`config.mk`:
```
export PLATFORM = sky130hd
export DESIGN_NAME = dmv_ram
export DESIGN_NICKNAME = d
export VERILOG_FILES = /design/src/rtl/dense_matvec_engine_assert.svh /design/src/rtl/dmv_ram.sv
export SDC_FILE = /design/constraint.sdc
export NUM_CORES = 1
export LEC_CHECK = 0
export BUFFER_PORTS_ARGS = -buffer_cell sky130_fd_sc_hd__buf_2
export CORE_MARGIN = 5
export CORE_UTILIZATION = 63
export DETAILED_ROUTE_END_ITERATION = 10
export PLACE_DENSITY = 0.8
export SYNTH_ARGS = -nofsm -noshare
export SYNTH_HDL_FRONTEND = slang
export SYNTH_SLANG_ARGS = --single-unit
export TNS_END_PERCENT = 20
```
`constraint.sdc`:
```
create_clock -name clk -period 7.3 [get_ports clk]
set_input_delay 1.095 -clock clk [delete_from_list [all_inputs] [get_ports clk]]
set_output_delay 1.095 -clock clk [all_outputs]
set_load 0.01 [all_outputs]
```
`src/rtl/dense_matvec_engine_assert.svh`:
```
// Assertion macros for the dense matrix-vector engine.
`ifndef DENSE_MATVEC_ENGINE_ASSERT_SVH
`define DENSE_MATVEC_ENGINE_ASSERT_SVH

// Same-cycle implication, disabled during reset.
`define DMV_ASSERT_NOW(label, clk, rst, ante, cons, msg) \
  label: assert property (@(posedge clk) disable iff (rst) (ante) |-> (cons)) \
    else $error(msg);

// Next-cycle implication, disabled during reset.
`define DMV_ASSERT_NEXT(label, clk, rst, ante, cons, msg) \
  label: assert property (@(posedge clk) disable iff (rst) (ante) |=> (cons)) \
    else $error(msg);

`endif

```
`src/rtl/dmv_ram.sv`:
```
// Generic simple dual-port RAM with registered read.
module dmv_ram #(
  parameter int WIDTH  = 32,
  parameter int DEPTH  = 32,
  parameter int ADDR_W = (DEPTH > 1) ? $clog2(DEPTH) : 1
) (
  input  logic              clk,
  input  logic              we,
  input  logic [ADDR_W-1:0] waddr,
  input  logic [WIDTH-1:0]  wdata,
  input  logic [ADDR_W-1:0] raddr,
  output logic [WIDTH-1:0]  rdata
);

  logic [WIDTH-1:0] mem [DEPTH];

  always_ff @(posedge clk) begin
    if (we) begin
      mem[waddr] <= wdata;
    end
    rdata <= mem[raddr];
  end

endmodule

```
==> results.md <==
* Status: completed
* Max Clock Freq at 326 MHz
* Mapped Nets at 2304
* Crit. Startpoint: raddr[1]
* Minimum clock period at 3.07 ns
* Initial drt markers at 3002
* Vias in the first global route at between 20000 and 25000
* Worst Path Max Fanout at 67
* Die area at approximately 69000 um^2
* Routed via count at roughly 22000
* Setup CP Type: input port to register
* Slew Limit Fails at 0
* CP Depth at 7
* Worst hold path class: register to register
* Most frequent cells in the layout: edfxtp_1 (1024), mux2i_1 (512), clkbuf_16 (102)
* WHS Path Cells at 4
* Top delay family on crit path: buffers and inverters
* Synthesized cell area at 40500 um^2
* Die height at 264 um
* Critical Path End: rdata[13]
* Total Wirelength at 97600 um
* CTS sink cnt at 1056
* Rel. slew slack at 20.5%
* Global-route wire length before repair at 141000 um
* H-tree Lvls at 3
* Critical path launch point type: input port
* DR WL/cell at 29.6 um
* Hold_buf cts at 0
* Static Leak at 15.7 nW
* Fillers at 3818
* GP Congestion at 0.808
* Arrival @ worst endpoint at between 3 and 4 ns
* DR pass1 iterations at 6
* ANT nets after route at 0
* Layout Nets at 2399
* R2r endpoint: rdata[6]
* Clock Skew at about 0.023 ns
* Gate Count Post-Synth at 2260
* Initial core utilization at 63.3%
* CP required at 7.84 ns
* Setup TNS at 0 ns
* Hold_ws at 0.594 ns
* Clk_lat worst skew at 0.67 ns
* # rows at 93
* Gr usage total at 27.5%
* DP HPWL at a little over 50000 um
* DRC Markers at 0
* Num ports at 76
* Die X at 264 um
* CTS buffer count at 99
* Port bufs at 75
* Placed Cells at 3109
* Crit path largest cell delay at between 0.8 and 0.9 ns
* Crit. End Element: register
* # setup viols final at 0
* CP bufs+invs at 2
* Unique masters post-synth at 25
* RSZ-0062 raised after global routing: false
* Area grow syn2layout at 11.3%
* Seq/Total Area, Yosys at between 70% and 80%
* Syn_area_per_cell at 17.9 um^2
* Min setup slack post-route at ~4.2 ns
* Max Root-Sink Buffers at 3
* Yosys reg bits at 1056
* Fin. Hold Viols at 0
* Commonest non-fill, non-tap cell in the layout: edfxtp_1
* Fin crit share at between 40% and 50%
* Reg2reg setup slack at 5.73 ns
* Number of max-cap violations at 0
* Clock Tree Root: clkbuf_16
* Critical Path, Cell by Cell: buf_2 > nor2_4 > buf_4 > a22o_1 > nor3_1 > a31oi_1 > nand3_1
* CTS clk-pin slew, worst paths at 0.06 ns
* CTS tree: built
* Largest net degree at the start of global routing at 129
* Non-Filler Instances at 3296
* Core footprint at 64000 um^2
* Vias/cell at 6.59
* Worst Reg-to-Reg Cells at 5
* Initial antenna violation count at 6
* Worst slew pin tran at 1.19 ns
* Worst slack at placement at 3.63 ns
* Share of layout cells above drive strength 1 at 12.5%
* Reg2reg start: mem[5][6]
* Yosys warns at 0
* Post-CTS sizing at 0
* Slowest-stage cell, CP: buf_4
* Max IR drop VDD at 0.000197 V
* Pwr Density at 276 nW/um^2
* Setup Buffers After CTS at 0
* Grt total ovfl at 0
[how the worst min path moves through the flow]
stage / from / to / slack, ns
floorplan: mem[16][10] / rdata[10] / 0.55
global placement: mem[26][9] / rdata[9] / 0.59
detailed placement: mem[26][15] / rdata[15] / 0.58
CTS: mem[26][15] / rdata[15] / 0.60
global route: mem[10][31] / rdata[31] / 0.64
finish: mem[26][15] / rdata[15] / 0.59
[where the power goes]
part | total [W] | switching (W) | internal, W
Sequential | 0.00678 | 0.0000368 | 0.00674
Combinational | 0.000621 | 0.000424 | 0.000197
Clock | 0.00502 | 0.00215 | 0.00287
[registers in the layout (all words and copies together), names as in the netlist]
register,count
mem,1024
rdata,32
[kinds of logic after synthesis]
group / Yosys count / synth area share [%]
and+or+nand+nor: 277 / 3.10
buffers and inverters: 127 / 1.86
DFF: 1056 / 77.5
muxes: 512 / 12.7
AOI/OAI and AO/OA: 288 / 4.85
[tightest hold or removal path, cell delays in order, from the launching register on]
cell	delay, ns
edfxtp_1	0.31
mux2i_1	0.06
nand2_1	0.06
nand3_1	0.06
nand3_1	0.08
[metal layers]
layer / wire length, um / vias to the layer above / GRT usage, %
met4: 4220 / 2 / 11.6
li1: - / 9167 / -
met5: 13 / - / 0
met1: 35600 / 10900 / 37.1
met2: 47800 / 1371 / 44.8
met3: 10000 / 263 / 5.01
[cell usage after synthesis (all sizes together)]
master | number | area (um^2)
edfxtp | 1024 | 30700
mux2i | 512 | 5120
nand2 | 98 | 368
nand3 | 98 | 490
a21oi | 96 | 480
a22oi | 96 | 721
buf | 79 | 566
a22o | 64 | 561
clkbuf | 48 | 188
nor2 | 34 | 128
a31oi | 32 | 200
dfxtp | 32 | 641
nor3 | 32 | 160
nand3b | 5 | 37.5
or3b | 3 | 26.3
nand2b | 2 | 12.5
and2 | 1 | 6.26
and2b | 1 | 7.51
nor2b | 1 | 6.26
or2 | 1 | 6.26
or3 | 1 | 6.26
[cell type report]
class | instances | area [um^2] | area share [%]
repair buffers | 121 | 793 | 1.76
clock inverters | 48 | 419 | 0.930
well taps | 855 | 1070 | 2.37
flip-flops and latches | 1056 | 31400 | 69.7
clock buffers | 136 | 2770 | 6.15
diodes | 3 | 7.51 | 0.0167
multi-input cells | 1077 | 8610 | 19.1
[metrics by stage]
step           utilization (%)  area (um^2)  total power [W]
2_1_floorplan                -        40500          0.00725
3_3_place_gp              65.4        41900          0.00749
3_5_place_dp              65.4        41900          0.00752
4_1_cts                   70.4        45100           0.0125
5_1_grt                   70.4        45100           0.0128
6_report                  70.4        45100           0.0124
Note: power is estimated with default switching activity, not from simulation.
