===== src/rtl/dense_matvec_engine_assert.svh =====
// Assertion macros for the dense matrix-vector engine.
`ifndef DENSE_MATVEC_ENGINE_ASSERT_SVH
`define DENSE_MATVEC_ENGINE_ASSERT_SVH

// Same-cycle implication, disabled during reset.
`define DMV_ASSERT_NOW(label, clk, rst, ante, cons, msg) \
  label: assert property (@(posedge clk) disable iff (rst) (ante) |-> (cons)) \
    else $error(msg);

// Next-cycle implication, disabled during reset.
`define DMV_ASSERT_NEXT(label, clk, rst, ante, cons, msg) \
  label: assert property (@(posedge clk) disable iff (rst) (ante) |=> (cons)) \
    else $error(msg);

`endif


===== src/rtl/dmv_pkg.sv =====
// Shared constants and types for the dense matrix-vector engine.
package dmv_pkg;

  localparam int MAX_DIM_DEF = 32;

  localparam int VAL_W   = 32;
  localparam int ACC_W   = 64;
  localparam int FIDX_W  = 5;
  localparam int NUSED_W = 6;

  localparam logic [NUSED_W-1:0] NUSED_RST = 6'd32;

  localparam int IN_DATA_W  = 80;
  localparam int OUT_DATA_W = 40;

  typedef logic signed [VAL_W-1:0] val_t;
  typedef logic signed [ACC_W-1:0] acc_t;

  typedef enum logic {
    ACT_LOAD   = 1'b0,
    ACT_VECTOR = 1'b1
  } action_t;

endpackage


===== src/rtl/dmv_mac.sv =====
// Multiply-accumulate datapath: registered product, round, saturating add.
module dmv_mac (
  input  logic         clk,
  input  dmv_pkg::val_t coef,
  input  dmv_pkg::val_t x,
  input  dmv_pkg::acc_t acc,
  output dmv_pkg::acc_t sum
);

  dmv_pkg::acc_t          prod;
  dmv_pkg::acc_t          q;
  logic [dmv_pkg::ACC_W:0] wide;

  always_ff @(posedge clk) begin
    prod <= dmv_pkg::acc_t'(coef) * dmv_pkg::acc_t'(x);
  end

  always_comb begin
    // round half up to Q16.16
    q    = (prod + dmv_pkg::acc_t'(32768)) >>> 16;
    wide = {acc[dmv_pkg::ACC_W-1], acc} + {q[dmv_pkg::ACC_W-1], q};
    if (wide[dmv_pkg::ACC_W] != wide[dmv_pkg::ACC_W-1]) begin
      sum = wide[dmv_pkg::ACC_W] ? {1'b1, {(dmv_pkg::ACC_W-1){1'b0}}}
                                 : {1'b0, {(dmv_pkg::ACC_W-1){1'b1}}};
    end else begin
      sum = wide[dmv_pkg::ACC_W-1:0];
    end
  end

endmodule


===== config.mk =====
export PLATFORM = sky130hd
export DESIGN_NAME = dmv_mac
export DESIGN_NICKNAME = d
export VERILOG_FILES = /design/src/rtl/dense_matvec_engine_assert.svh /design/src/rtl/dmv_pkg.sv /design/src/rtl/dmv_mac.sv
export SDC_FILE = /design/constraint.sdc
export NUM_CORES = 2
export LEC_CHECK = 0
export BUFFER_PORTS_ARGS = -buffer_cell sky130_fd_sc_hd__buf_4
export CAP_MARGIN = 25
export CORE_ASPECT_RATIO = 1.1
export CORE_MARGIN = 2
export CORE_UTILIZATION = 50
export CTS_CLUSTER_SIZE = 24
export DETAILED_ROUTE_END_ITERATION = 16
export PLACE_DENSITY = 0.64
export SYNTH_ARGS = -nofsm -noshare
export SYNTH_HDL_FRONTEND = slang
export SYNTH_SLANG_ARGS = --single-unit

===== constraint.sdc =====
create_clock -name clk -period 10.1 [get_ports clk]
set_input_delay 0.505 -clock clk [delete_from_list [all_inputs] [get_ports clk]]
set_output_delay 0.505 -clock clk [all_outputs]
set_load 0.05 [all_outputs]

==> metrics <==
area of the multi-input gates=0.0359 mm2; Setup Buffers After CTS=0; # fillers=between 7000 and 8000; Util after Layout=0.527; Worst EP arrival=around 8.7 ns; drt wl/cell=around 20 um; ANT nets after route=0; core area=about 0.083 mm2; level count of the clock H-tree=2; I/O pins=between 150 and 200; initial antenna violation count=7; Congestion Overflow GR=0; maximum fanout along the worst path=32; Routed Wire Length=between 100000 and 150000 um; HP Class=input pin to flip-flop; EDFF count, synth=0; Mapped Nets=6005; status=completed; Yosys cell types=80; Tmin final=around 8.5 ns; largest net degree at the start of global routing=48; Max Clk Rate=0.118 GHz; Pre-antenna DRT Iters=6; measured slew at the worst slew-check pin=approximately 0.73 ns; MaxCap Viol Count=0; vias in the first global route=33400; Worst Setup Start Kind=input pin; final hold vios=0; flops & latches, synth=49; Cell Rows=111; DRC viols=0; final slew viol count=0; CP Data Required Time=between 10 and 15 ns; list of most frequent post-synthesis cells=1082 x fa_1, 997 x inv_1, 578 x nand2_1; synthesized area=0.0417 mm2; RD Place Congestion=roughly 0.93; period utilization=0.838; via count=30400; Seq/Total Area, Yosys=0.0235; Top reg by flops=prod; asr flop ratio synth=0; first-pass GRT wire length=between 150000 and 200000 um; Syn Inst Count=around 4500; count of input and output buffers=~190; Hold-fix buffers, CTS=0; RSZ-0062 raised after global routing=no; top-count cell post-synth=fa_1; CP Capture Type=flip-flop; FF+latch area=a little under 0.001 mm2; post-detail-place hpwl=93300 um; max reg flops=a little under 50; Fin Setup TNS=0 ns; die extent in y=about 310 um; CTS tree=yes; synthesis warning total=0; overall fraction of global-route tracks in use=0.276; Top Registers=prod x49; Post-synth top flop=dfxtp_1; Worst slew margin=0.500; Yosys top cell area share=0.520; clock tree buffer depth=2; drt initial violations=between 1500 and 2000; synth top area cells=fa_1 52%, inv_1 9.0%, and2_1 7.6%; post-CTS sizing=0; setup violators final=0; Reg clk slew, reported paths=0.07 ns; critical path type=input pin to flip-flop; nets@finish=about 6000; root buf cell=clkbuf_16; biggest area consumer among synthesized cells=fa_1; Starting Density=0.503; Area growth syn-to-layout=4.83%; Die ar.=roughly 0.086 mm2; Die Wd=~280 um; layout cell share with drive strength beyond 1=0.0632; Syn Area/Cell=between 9 and 10 um2; # clock sinks=49; vias per inst=~5.4; CTS Buf Count=5
==> cell usage in the layout, fill, tap and decap left out, types with 5 or more instances in the layout <==
cell / count
a211oi_1: 13
a21o_1: 59
a21oi_1: 118
a21oi_2: 42
a31oi_1: 14
and2_1: 509
and3_1: 20
and4_1: 6
buf_4: 200
clkbuf_16: 5
dfxtp_1: 49
fa_1: 1082
ha_1: 245
inv_1: 997
nand2_1: 578
nand2b_1: 14
nand3_1: 45
nand4_1: 36
nor2_1: 82
nor2b_1: 12
nor3_1: 9
nor4_1: 5
o211ai_1: 6
o21a_1: 15
o21ai_0: 68
o21ai_1: 17
o21bai_1: 23
xnor2_1: 122
xor2_1: 47
==> routing by layer <==
layer,share of wire,vias to the layer above,GRT usage
met5,0.00027,-,0
met4,0.060,4,0.138
met3,0.042,259,0.0214
met2,0.53,838,0.509
met1,0.37,15900,0.323
li1,-,13400,-
==> kinds of logic (layout without fill, tap and decap cells) <==
| group | count (synthesis) | count (layout) | synth area share |
|---|---|---|---|
| AND/OR/NAND/NOR | 1337 | 1337 | 0.161 |
| adder cells (fa/ha/maj) | 1331 | 1331 | 0.595 |
| buffers and inverters | 1233 | 1206 | 0.114 |
| AO/OA/AOI/OAI | 430 | 430 | 0.0712 |
| XOR/XNOR | 169 | 169 | 0.0355 |
| flip-flops | 49 | 49 | 0.0235 |
| other | 0 | 4 | 0 |
==> final timing paths <==
kind / from / cells past startpoint / to
max: coef[31] / 28 / prod[62]$_DFF_P_
min: x[0] / 7 / prod[15]$_DFF_P_
==> critical path, cell delays in order <==
cell and delay [ns]:
buf_4 0.36, nand2_1 0.21, inv_1 0.13, fa_1 0.41, inv_1 0.27, fa_1 0.47
inv_1 0.22, fa_1 0.50, fa_1 0.91, inv_1 0.37, fa_1 0.57, inv_1 0.06
fa_1 0.53, inv_1 0.05, fa_1 0.47, inv_1 0.05, fa_1 0.45, ha_1 0.37
a21oi_1 0.23, o21bai_1 0.08, a21oi_1 0.14, o21ai_0 0.14, a221o_1 0.37, a21oi_1 0.18
o21ba_2 0.16, o21ai_0 0.12, a21oi_1 0.20, xnor2_1 0.13
==> metrics by stage <==
stage	area [um2]	hold WS, ns	setup slack (ns)	std cells
finish	43700	1.50	1.64	5599
global route	43700	1.61	1.16	5598
CTS	43700	1.52	1.58	5595
detailed placement	43500	1.50	1.28	5587
global placement	43500	1.50	1.48	5587
floorplan	41700	1.19	2.12	4549
==> area by class of cell <==
type / instances / share of cell area
diodes: 4 / 0.000229
inverters: 998 / 0.0858
multi-input cells: 3267 / 0.822
flip-flops and latches: 49 / 0.0225
clock buffers: 5 / 0.00286
clock inverters: 3 / 0.00109
well taps: 1073 / 0.0307
repair buffers: 200 / 0.0344
Power is not shown: default switching activity piles up to over one toggle a cycle in this logic, so the estimate is an artifact.
